File: src/sdc_pkg.sv
package sdc_pkg;

  typedef enum logic [1:0] {
    CMD_TO_DT  = 2'd0,
    CMD_TO_SEC = 2'd1,
    CMD_CHECK  = 2'd2,
    CMD_NONE   = 2'd3
  } cmd_t;

  typedef struct packed {
    cmd_t       cmd;
    logic       fval;
    logic       chk;
    logic [2:0] wdi;
  } side_t;

  localparam int NUM_STAGES = 9;
  localparam int IN_DATA_W  = 72;
  localparam int OUT_DATA_W = 72;

  localparam int SEC_MIN  = 60;
  localparam int SEC_HOUR = 3600;
  localparam int SEC_DAY  = 86400;
  localparam int DAYS_CYC = 1461;
  localparam int EPOCH_WD = 5;

  // floor(2^N / d) reciprocals; quotient comes out exact or one low
  localparam int RCP_DAY  = 25451658;  // 2^34 / 675, applied to seconds >> 7
  localparam int RCP_CYC  = 45933;     // 2^26 / 1461
  localparam int RCP_HOUR = 4660;      // 2^24 / 3600
  localparam int RCP_MIN  = 1092;      // 2^16 / 60
  localparam int RCP_WEEK = 149796;    // 2^20 / 7

  function automatic logic [10:0] year_start(input logic [1:0] k);
    case (k)
      2'd0:    year_start = 11'd0;
      2'd1:    year_start = 11'd366;
      2'd2:    year_start = 11'd731;
      default: year_start = 11'd1096;
    endcase
  endfunction

  function automatic logic [8:0] cum_days(input logic leap, input logic [3:0] idx);
    logic [8:0] v;
    case (idx)
      4'd0:    v = 9'd0;
      4'd1:    v = 9'd31;
      4'd2:    v = 9'd59;
      4'd3:    v = 9'd90;
      4'd4:    v = 9'd120;
      4'd5:    v = 9'd151;
      4'd6:    v = 9'd181;
      4'd7:    v = 9'd212;
      4'd8:    v = 9'd243;
      4'd9:    v = 9'd273;
      4'd10:   v = 9'd304;
      4'd11:   v = 9'd334;
      default: v = 9'd0;
    endcase
    if (leap && idx >= 4'd2 && idx <= 4'd11) begin
      v = v + 9'd1;
    end
    cum_days = v;
  endfunction

endpackage

File: src/seconds_datetime_converter_core.sv
// Seconds / calendar converter, epoch at the start of year 2000, every fourth year leap.
// Input channel in_*: tuser selects the command (0 split seconds, 1 pack fields,
// 2 validate fields) plus the weekday-check flag; tdata carries the seconds and
// the date/time fields. Output channel out_*: tuser is ok, tdata carries packed
// seconds and the split date/time fields. One result leaves for every item.
// Throughput: one item per cycle unless a full pipeline meets out_tready low.
// Each item passes through the nine register stages (reciprocal multiply,
// remainder, correction for days, four-year cycles, hours and weekday, then
// year/month and minute split).
// Each stage holds a valid bit; a stage advances whenever the stage after it is
// empty or moving, so bubbles close up while out_tready is low and in_tready
// drops only once every stage is full. Nothing is lost or repeated on a stall.
// Reset (rst_n low, synchronous) empties the pipeline; only the valid bits are reset.
module seconds_datetime_converter_core (
  input  logic        clk,
  input  logic        rst_n,
  input  logic        in_tvalid,
  output logic        in_tready,
  // seconds_in[31:0], year_in[39:32], month_in[43:40], day_in[48:44],
  // hour_in[53:49], minute_in[59:54], second_in[65:60], weekday_in[68:66]
  input  logic [sdc_pkg::IN_DATA_W-1:0] in_tdata,
  // cmd[1:0], check_weekday[2]
  input  logic [2:0]  in_tuser,
  output logic        out_tvalid,
  input  logic        out_tready,
  // seconds_out[31:0], year_out[39:32], month_out[43:40], day_out[48:44],
  // hour_out[53:49], minute_out[59:54], second_out[65:60], weekday_out[68:66]
  output logic [sdc_pkg::OUT_DATA_W-1:0] out_tdata,
  // ok[0]
  output logic        out_tuser
);

  localparam int NS = sdc_pkg::NUM_STAGES;

  logic [NS-1:0] v_r;
  logic [NS-1:0] en;
  sdc_pkg::side_t side_r [NS];
  sdc_pkg::side_t side_nxt;

  always_comb begin
    en[NS-1] = !v_r[NS-1] || out_tready;
    for (int i = NS - 2; i >= 0; i--) begin
      en[i] = !v_r[i] || en[i+1];
    end
  end

  assign in_tready = en[0];

  always_ff @(posedge clk) begin
    if (!rst_n) begin
      v_r <= '0;
    end else begin
      if (en[0]) begin
        v_r[0] <= in_tvalid;
      end
      for (int i = 1; i < NS; i++) begin
        if (en[i]) begin
          v_r[i] <= v_r[i-1];
        end
      end
    end
  end

  always_ff @(posedge clk) begin
    if (en[0]) begin
      side_r[0] <= side_nxt;
    end
    for (int i = 1; i < NS; i++) begin
      if (en[i]) begin
        side_r[i] <= side_r[i-1];
      end
    end
  end

  // ---------------- stage 0: day reciprocal, pack day count ----------------
  logic [31:0] sec_in;
  logic [7:0]  yr_in;
  logic [3:0]  mo_in;
  logic [4:0]  dy_in;
  logic [4:0]  hr_in;
  logic [5:0]  mi_in;
  logic [5:0]  se_in;
  logic [3:0]  mo_idx;
  logic        fval_nxt;
  logic [49:0] s0_p_nxt;
  logic [16:0] s0_d_nxt;
  logic [16:0] s0_ts_nxt;
  logic [31:0] s0_s_r;
  logic [49:0] s0_p_r;
  logic [16:0] s0_d_r;
  logic [16:0] s0_ts_r;

  assign sec_in = in_tdata[31:0];
  assign yr_in  = in_tdata[39:32];
  assign mo_in  = in_tdata[43:40];
  assign dy_in  = in_tdata[48:44];
  assign hr_in  = in_tdata[53:49];
  assign mi_in  = in_tdata[59:54];
  assign se_in  = in_tdata[65:60];
  assign mo_idx = mo_in - 4'd1;

  assign fval_nxt = (mo_in >= 4'd1) && (mo_in <= 4'd12) && (dy_in >= 5'd1) &&
                    (hr_in <= 5'd24) && (mi_in <= 6'd59) && (se_in <= 6'd59);

  always_comb begin
    side_nxt.cmd  = sdc_pkg::cmd_t'(in_tuser[1:0]);
    side_nxt.chk  = in_tuser[2];
    side_nxt.wdi  = in_tdata[68:66];
    side_nxt.fval = fval_nxt;
  end

  assign s0_p_nxt  = 50'(sec_in[31:7]) * 50'(sdc_pkg::RCP_DAY);
  assign s0_d_nxt  = 17'(yr_in[7:2]) * 17'(sdc_pkg::DAYS_CYC)
                   + 17'(sdc_pkg::year_start(yr_in[1:0]))
                   + 17'(sdc_pkg::cum_days(yr_in[1:0] == 2'd0, mo_idx))
                   + 17'(dy_in) - 17'd1;
  assign s0_ts_nxt = 17'(hr_in) * 17'(sdc_pkg::SEC_HOUR)
                   + 17'(mi_in) * 17'(sdc_pkg::SEC_MIN) + 17'(se_in);

  always_ff @(posedge clk) begin
    if (en[0]) begin
      s0_s_r  <= sec_in;
      s0_p_r  <= s0_p_nxt;
      s0_d_r  <= s0_d_nxt;
      s0_ts_r <= s0_ts_nxt;
    end
  end

  // ---------------- stage 1: day remainder, packed seconds ----------------
  logic [15:0] s1_q_nxt;
  logic [32:0] s1_r33;
  logic [16:0] s1_wd_nxt;
  logic [15:0] s1_q_r;
  logic [17:0] s1_r_r;
  logic [33:0] s1_t_r;
  logic [16:0] s1_wd_r;

  assign s1_q_nxt  = s0_p_r[49:34];
  assign s1_r33    = {1'b0, s0_s_r} - 33'(s1_q_nxt) * 33'(sdc_pkg::SEC_DAY);
  assign s1_wd_nxt = s0_d_r + 17'(s0_ts_r >= 17'(sdc_pkg::SEC_DAY));

  always_ff @(posedge clk) begin
    if (en[1]) begin
      s1_q_r  <= s1_q_nxt;
      s1_r_r  <= s1_r33[17:0];
      s1_t_r  <= 34'(s0_d_r) * 34'(sdc_pkg::SEC_DAY) + 34'(s0_ts_r);
      s1_wd_r <= s1_wd_nxt;
    end
  end

  // ---------------- stage 2: correct days and time of day ----------------
  logic        s1_hi;
  logic [16:0] s2_days_r;
  logic [16:0] s2_tod_r;
  logic [31:0] s2_sec_r;
  logic        s2_ovf_r;

  assign s1_hi = s1_r_r >= 18'(sdc_pkg::SEC_DAY);

  always_ff @(posedge clk) begin
    if (en[2]) begin
      if (side_r[1].cmd == sdc_pkg::CMD_TO_DT) begin
        s2_days_r <= 17'(s1_q_r) + 17'(s1_hi);
      end else begin
        s2_days_r <= s1_wd_r;
      end
      s2_tod_r <= s1_hi ? 17'(s1_r_r - 18'(sdc_pkg::SEC_DAY)) : s1_r_r[16:0];
      s2_sec_r <= s1_t_r[31:0];
      s2_ovf_r <= s1_t_r[33:32] != 2'd0;
    end
  end

  // ---------------- stage 3: cycle, hour and week reciprocals ----------------
  logic [32:0] s3_cp;
  logic [29:0] s3_hp;
  logic [35:0] s3_wp;
  logic [16:0] s3_days_r;
  logic [16:0] s3_tod_r;
  logic [6:0]  s3_cq_r;
  logic [5:0]  s3_hq_r;
  logic [15:0] s3_wq_r;
  logic [31:0] s3_sec_r;
  logic        s3_ovf_r;

  assign s3_cp = 33'(s2_days_r) * 33'(sdc_pkg::RCP_CYC);
  assign s3_hp = 30'(s2_tod_r) * 30'(sdc_pkg::RCP_HOUR);
  assign s3_wp = (36'(s2_days_r) + 36'(sdc_pkg::EPOCH_WD)) * 36'(sdc_pkg::RCP_WEEK);

  always_ff @(posedge clk) begin
    if (en[3]) begin
      s3_days_r <= s2_days_r;
      s3_tod_r  <= s2_tod_r;
      s3_cq_r   <= s3_cp[32:26];
      s3_hq_r   <= s3_hp[29:24];
      s3_wq_r   <= s3_wp[35:20];
      s3_sec_r  <= s2_sec_r;
      s3_ovf_r  <= s2_ovf_r;
    end
  end

  // ---------------- stage 4: remainders ----------------
  logic [16:0] s4_c17;
  logic [16:0] s4_h17;
  logic [17:0] s4_w18;
  logic [6:0]  s4_cq_r;
  logic [11:0] s4_cr_r;
  logic [5:0]  s4_hq_r;
  logic [12:0] s4_hr_r;
  logic [3:0]  s4_wr_r;
  logic [31:0] s4_sec_r;
  logic        s4_ovf_r;

  assign s4_c17 = s3_days_r - 17'(s3_cq_r) * 17'(sdc_pkg::DAYS_CYC);
  assign s4_h17 = s3_tod_r - 17'(s3_hq_r) * 17'(sdc_pkg::SEC_HOUR);
  assign s4_w18 = 18'(s3_days_r) + 18'(sdc_pkg::EPOCH_WD) - 18'(s3_wq_r) * 18'd7;

  always_ff @(posedge clk) begin
    if (en[4]) begin
      s4_cq_r  <= s3_cq_r;
      s4_cr_r  <= s4_c17[11:0];
      s4_hq_r  <= s3_hq_r;
      s4_hr_r  <= s4_h17[12:0];
      s4_wr_r  <= s4_w18[3:0];
      s4_sec_r <= s3_sec_r;
      s4_ovf_r <= s3_ovf_r;
    end
  end

  // ---------------- stage 5: correct quotients ----------------
  logic        s5_chi;
  logic        s5_hhi;
  logic [6:0]  s5_cyc_r;
  logic [10:0] s5_crem_r;
  logic [4:0]  s5_hour_r;
  logic [11:0] s5_mrem_r;
  logic [2:0]  s5_wd_r;
  logic [31:0] s5_sec_r;
  logic        s5_ovf_r;

  assign s5_chi = s4_cr_r >= 12'(sdc_pkg::DAYS_CYC);
  assign s5_hhi = s4_hr_r >= 13'(sdc_pkg::SEC_HOUR);

  always_ff @(posedge clk) begin
    if (en[5]) begin
      s5_cyc_r  <= s4_cq_r + 7'(s5_chi);
      s5_crem_r <= s5_chi ? 11'(s4_cr_r - 12'(sdc_pkg::DAYS_CYC)) : s4_cr_r[10:0];
      s5_hour_r <= 5'(s4_hq_r + 6'(s5_hhi));
      s5_mrem_r <= s5_hhi ? 12'(s4_hr_r - 13'(sdc_pkg::SEC_HOUR)) : s4_hr_r[11:0];
      s5_wd_r   <= (s4_wr_r >= 4'd7) ? 3'(s4_wr_r - 4'd7) : s4_wr_r[2:0];
      s5_sec_r  <= s4_sec_r;
      s5_ovf_r  <= s4_ovf_r;
    end
  end

  // ---------------- stage 6: year in cycle, minute reciprocal ----------------
  logic [1:0]  s6_k;
  logic [22:0] s6_mp;
  logic [1:0]  s6_k_r;
  logic [8:0]  s6_doy_r;
  logic [7:0]  s6_yr_r;
  logic [5:0]  s6_mq_r;
  logic [11:0] s6_mrem_r;
  logic [4:0]  s6_hour_r;
  logic [2:0]  s6_wd_r;
  logic [31:0] s6_sec_r;
  logic        s6_ovf_r;

  always_comb begin
    if (s5_crem_r >= sdc_pkg::year_start(2'd3)) begin
      s6_k = 2'd3;
    end else if (s5_crem_r >= sdc_pkg::year_start(2'd2)) begin
      s6_k = 2'd2;
    end else if (s5_crem_r >= sdc_pkg::year_start(2'd1)) begin
      s6_k = 2'd1;
    end else begin
      s6_k = 2'd0;
    end
  end

  assign s6_mp = 23'(s5_mrem_r) * 23'(sdc_pkg::RCP_MIN);

  always_ff @(posedge clk) begin
    if (en[6]) begin
      s6_k_r    <= s6_k;
      s6_doy_r  <= 9'(s5_crem_r - sdc_pkg::year_start(s6_k));
      s6_yr_r   <= {s5_cyc_r[5:0], s6_k};
      s6_mq_r   <= s6_mp[21:16];
      s6_mrem_r <= s5_mrem_r;
      s6_hour_r <= s5_hour_r;
      s6_wd_r   <= s5_wd_r;
      s6_sec_r  <= s5_sec_r;
      s6_ovf_r  <= s5_ovf_r;
    end
  end

  // ---------------- stage 7: month search, minute remainder ----------------
  logic        s7_leap;
  logic [3:0]  s7_m;
  logic [11:0] s7_mr12;
  logic [3:0]  s7_mon_r;
  logic [4:0]  s7_day_r;
  logic [6:0]  s7_mr_r;
  logic [5:0]  s7_mq_r;
  logic [7:0]  s7_yr_r;
  logic [4:0]  s7_hour_r;
  logic [2:0]  s7_wd_r;
  logic [31:0] s7_sec_r;
  logic        s7_ovf_r;

  assign s7_leap = s6_k_r == 2'd0;

  always_comb begin
    s7_m = 4'd1;
    for (int i = 1; i < 12; i++) begin
      if (s6_doy_r >= sdc_pkg::cum_days(s7_leap, 4'(i))) begin
        s7_m = 4'(i + 1);
      end
    end
  end

  assign s7_mr12 = s6_mrem_r - 12'(s6_mq_r) * 12'(sdc_pkg::SEC_MIN);

  always_ff @(posedge clk) begin
    if (en[7]) begin
      s7_mon_r  <= s7_m;
      s7_day_r  <= 5'(s6_doy_r - sdc_pkg::cum_days(s7_leap, s7_m - 4'd1) + 9'd1);
      s7_mr_r   <= s7_mr12[6:0];
      s7_mq_r   <= s6_mq_r;
      s7_yr_r   <= s6_yr_r;
      s7_hour_r <= s6_hour_r;
      s7_wd_r   <= s6_wd_r;
      s7_sec_r  <= s6_sec_r;
      s7_ovf_r  <= s6_ovf_r;
    end
  end

  // ---------------- stage 8: result ----------------
  logic        s8_mhi;
  logic        ok_nxt;
  logic        dt_sel;
  logic        ok_r;
  logic [31:0] so_r;
  logic [7:0]  yo_r;
  logic [3:0]  mo_r;
  logic [4:0]  do_r;
  logic [4:0]  ho_r;
  logic [5:0]  mio_r;
  logic [5:0]  seo_r;
  logic [2:0]  wo_r;

  assign s8_mhi = s7_mr_r >= 7'(sdc_pkg::SEC_MIN);
  assign dt_sel = side_r[7].cmd == sdc_pkg::CMD_TO_DT;

  always_comb begin
    case (side_r[7].cmd)
      sdc_pkg::CMD_TO_DT:  ok_nxt = 1'b1;
      sdc_pkg::CMD_TO_SEC: ok_nxt = side_r[7].fval && !s7_ovf_r;
      sdc_pkg::CMD_CHECK:  ok_nxt = side_r[7].fval &&
                                    (!side_r[7].chk ||
                                     (side_r[7].wdi != 3'd7 && side_r[7].wdi == s7_wd_r));
      default:             ok_nxt = 1'b0;
    endcase
  end

  always_ff @(posedge clk) begin
    if (en[8]) begin
      ok_r  <= ok_nxt;
      so_r  <= (side_r[7].cmd == sdc_pkg::CMD_TO_SEC && ok_nxt) ? s7_sec_r : 32'd0;
      yo_r  <= dt_sel ? s7_yr_r : 8'd0;
      mo_r  <= dt_sel ? s7_mon_r : 4'd0;
      do_r  <= dt_sel ? s7_day_r : 5'd0;
      ho_r  <= dt_sel ? s7_hour_r : 5'd0;
      mio_r <= dt_sel ? (s7_mq_r + 6'(s8_mhi)) : 6'd0;
      seo_r <= dt_sel ? 6'(s8_mhi ? s7_mr_r - 7'(sdc_pkg::SEC_MIN) : s7_mr_r) : 6'd0;
      wo_r  <= dt_sel ? s7_wd_r : 3'd0;
    end
  end

  assign out_tvalid = v_r[NS-1];
  assign out_tuser  = ok_r;
  assign out_tdata  = {3'd0, wo_r, seo_r, mio_r, ho_r, do_r, mo_r, yo_r, so_r};

endmodule

File: config.mk
export PLATFORM = sky130hd
export DESIGN_NAME = seconds_datetime_converter_core
export DESIGN_NICKNAME = d
export VERILOG_FILES = /design/src/sdc_pkg.sv /design/src/seconds_datetime_converter_core.sv
export SDC_FILE = /design/constraint.sdc
export NUM_CORES = 2
export LEC_CHECK = 0
export ABC_AREA = 1
export BUFFER_PORTS_ARGS = -buffer_cell sky130_fd_sc_hd__buf_2
export CAP_MARGIN = 5
export CORE_ASPECT_RATIO = 0.7
export CORE_MARGIN = 5
export CORE_UTILIZATION = 45
export CTS_CLUSTER_DIAMETER = 100
export CTS_CLUSTER_SIZE = 30
export DETAILED_ROUTE_END_ITERATION = 8
export GPL_TIMING_DRIVEN = 0
export PLACE_DENSITY = 0.61
export SYNTH_ARGS = -nofsm -noshare
export SYNTH_HDL_FRONTEND = slang
export SYNTH_SLANG_ARGS = --single-unit
File: constraint.sdc
create_clock -name clk -period 27.5 [get_ports clk]
set_input_delay 5.5 -clock clk [delete_from_list [all_inputs] [get_ports clk]]
set_output_delay 5.5 -clock clk [all_outputs]
set_load 0.01 [all_outputs]
==> results.sh <==
export IMPL_end_kind="output pin"
export IMPL_synth_seq_cells=715
export IMPL_cts_buffers=34
export IMPL_status="finished clean"
export IMPL_grt_pass1_vias=34500
export IMPL_avgViaCountPerCell=4.86
export IMPL_grt_use_total_pct=16.5
export IMPL_r2r_end="s3_wq_r[3]"
export IMPL_routed_wl_microns=108000
export IMPL_synth_edf_count=706
export IMPL_skew_ns=0.0248
export IMPL_maxSlewViolCount=0
export IMPL_yosys_area_top_type="edfxtp_1"
export IMPL_period_needed_ns=14.65
export IMPL_io_pins=154
export IMPL_r2r_start="s2_days_r[0]"
export IMPL_finalSetupViolCount=0
export IMPL_cp_start_kind="input port"
export IMPL_die_area_sq_um=134000
export IMPL_relSlewSlack_pct=29.7
export IMPL_grt_pass1_wl_microns=180000
export IMPL_cts_setup_buffers=0
export IMPL_worst_pin_slew_ns=1.05
export IMPL_n_fill_cell=11400
export IMPL_die_h_microns=308
export IMPL_ys_flop_type="edfxtp_1"
export IMPL_cts_max_path_buffers=3
export IMPL_holdCritStartpoint="s1_r_r[0]"
export IMPL_synth_warnings=0
export IMPL_cts_repair_resize_count=0
export IMPL_critPathMaxFanout=59
export IMPL_clk_latency_ns=0.59
export IMPL_holdBufCountCts=0
export IMPL_synthCells=5071
export IMPL_worst_r2r_setup_slack_ns=21.19
export IMPL_cts_tree="done"
export IMPL_syn_area_per_cell_sq_um=11.3
export IMPL_yosysSeqAreaShare_pct=37.4
export IMPL_setup_tns_ns=0
export IMPL_whs_path_depth=0
export IMPL_wl_per_cell_microns=15.5
export IMPL_std_cell_rows=109
export IMPL_grt_start_max_net_pins=74
export IMPL_dr_pass1_iters=5
export IMPL_hp_class="flop to flop"
export IMPL_die_x_microns=436
export IMPL_rsz0062_at_grt="false"
export IMPL_dr_total_vias=33800
export IMPL_syn2layout_area_growth_pct=7.35
export IMPL_critical_path_arrival_ns=9.15
export IMPL_gp_congestion=0.882
export IMPL_fin_nets=6823
export IMPL_synthDistinctLibCells=66
export IMPL_drive_above_1_share_pct=5.00
export IMPL_synthArstFlopShare_pct=0
export IMPL_yosys_top_cells_count="1134 x inv_1, 1016 x ha_1, 706 x edfxtp_1"
export IMPL_gr_total_overflow=0
export IMPL_syn_cell_area_sq_um=57100
export IMPL_post_dp_hpwl_microns=89300
export IMPL_fmax_mhz=68.3
export IMPL_synthTopCellsByArea="edfxtp_1 37%, ha_1 22%, fa_1 16%, inv_1 7.5%, nand2_1 3.1%"
export IMPL_root_buffer="clkbuf_16"
export IMPL_htree_levels=2
export IMPL_setup_worst_path_class="input port to output pin"
export IMPL_coreArea_sq_um=126000
export IMPL_finalHoldViolations=0
export IMPL_drt_iter0_drc=1758
export IMPL_cts_sinks=715
export IMPL_cap_viol_max_count=0
export IMPL_finalCritPeriodShare_pct=53.3
export IMPL_drc=0
export IMPL_antenna_found_initial=1
export IMPL_port_buffers=147
export IMPL_crit_required_ns=22.00
export IMPL_path_clk_slew_ns=0.10
export IMPL_hold_end="s2_tod_r[0]"
export IMPL_initial_core_util_pct=45.3
export IMPL_yosysMostFrequentCell="inv_1"
export IMPL_synth_top_area_share_pct=37.1
export IMPL_ff2ff_path_depth=21
export IMPL_postRouteAntennaNets=0
[how the worst max path moves through the flow]
stage | startpoint | to | cells after the start
3_3_place_gp | out_tready | in_tready | 18
3_5_place_dp | out_tready | in_tready | 20
5_1_grt | out_tready | in_tready | 20
2_1_floorplan | out_tready | in_tready | 16
4_1_cts | out_tready | in_tready | 20
6_report | out_tready | in_tready | 20
[flip-flops by register name, summed over array words and instances (netlist names), 18 cells and up]
signal and count:
s5_sec_r 32, s7_sec_r 32, s3_sec_r 32, side_r 56, s2_sec_r 32, so_r 32
s6_sec_r 32, s0_s_r 18, s1_t_r 34, s4_sec_r 32, s1_r_r 18
[cell families (layout without fill, tap and decap cells)]
family                   count (synthesis)  in the layout  synth area share (%)
adder cells (fa/ha/maj)               1478           1478                  38.5
buffers and inverters                 1157           1369                  7.63
AND/OR/NAND/NOR                        924            924                  6.90
flip-flops                             715            715                  37.4
AO/OA/AOI/OAI                          499            499                  4.94
XOR/XNOR                               295            295                  4.58
multiplexers                             2              2                0.0394
other                                    1              4               0.00657
[layout by cell type (no fill, tap or decap), types with 9 or more instances in the layout]
cell type / instances
a21o_1: 19
a21oi_1: 251
a31oi_1: 26
buf_2: 151
clkbuf_1: 15
clkbuf_16: 35
dfxtp_1: 9
edfxtp_1: 706
fa_1: 462
ha_1: 1016
inv_1: 1126
nand2_1: 474
nand3_1: 113
nand4_1: 24
nor2_1: 213
nor3_1: 48
nor4_1: 14
o211ai_1: 12
o21ai_0: 125
o21bai_1: 15
xnor2_1: 101
xor2_1: 190
[stage by stage]
| step | hold slack (ns) | area, sq um | util (%) | setup slack [ns] | cells |
|---|---|---|---|---|---|
| global placement | 0.400 | 59900 | 47.5 | -3.75 | 6885 |
| CTS | 0.413 | 61300 | 48.6 | 12.74 | 6950 |
| floorplan | 0.400 | 57100 | - | 2.97 | 5073 |
| detailed placement | 0.405 | 60200 | 47.7 | 12.75 | 6895 |
| global route | 0.417 | 61300 | 48.6 | 12.53 | 6951 |
| finish | 0.412 | 61300 | 48.6 | 12.85 | 6951 |
[cell type report]
cell class,count,area (sq um),area share (%)
Multi-Input combinational cell,3201,31400,51.2
Sequential cell,715,21400,34.9
Inverter,1140,4300,7.01
Tap cell,1665,2080,3.40
Timing Repair Buffer,157,981,1.60
Clock buffer,40,895,1.46
Clock inverter,15,199,0.325
Buffer,17,78.8,0.129
Antenna cell,1,2.50,0.00408
[critical path: stages]
cell and delay [ns]:
buf_2 0.09, nor2_1 0.18, inv_4 0.20, buf_12 0.24
nor2_1 0.19, inv_4 0.16, buf_16 0.24, nor2_1 0.20
inv_4 0.12, nor2_1 0.18, inv_4 0.10, nor2_1 0.18
inv_4 0.12, nor2_1 0.18, inv_4 0.13, nor2_1 0.19
inv_4 0.13, nor2_1 0.34, nand2_4 0.23, buf_2 0.20
[per-layer routing]
layer	part of all wire (%)	vias up	track usage, %	wire, microns
met3	4.1	67	2.33	4420
li1	-	17100	-	-
met5	0	-	0	0
met1	53	16200	25.4	56700
met2	42	458	25.2	45300
met4	1.2	0	2.35	1250
Power is left out: the tool's default activity adds up to more than one toggle a clock period on the data nets, which glitch-free logic cannot reach.
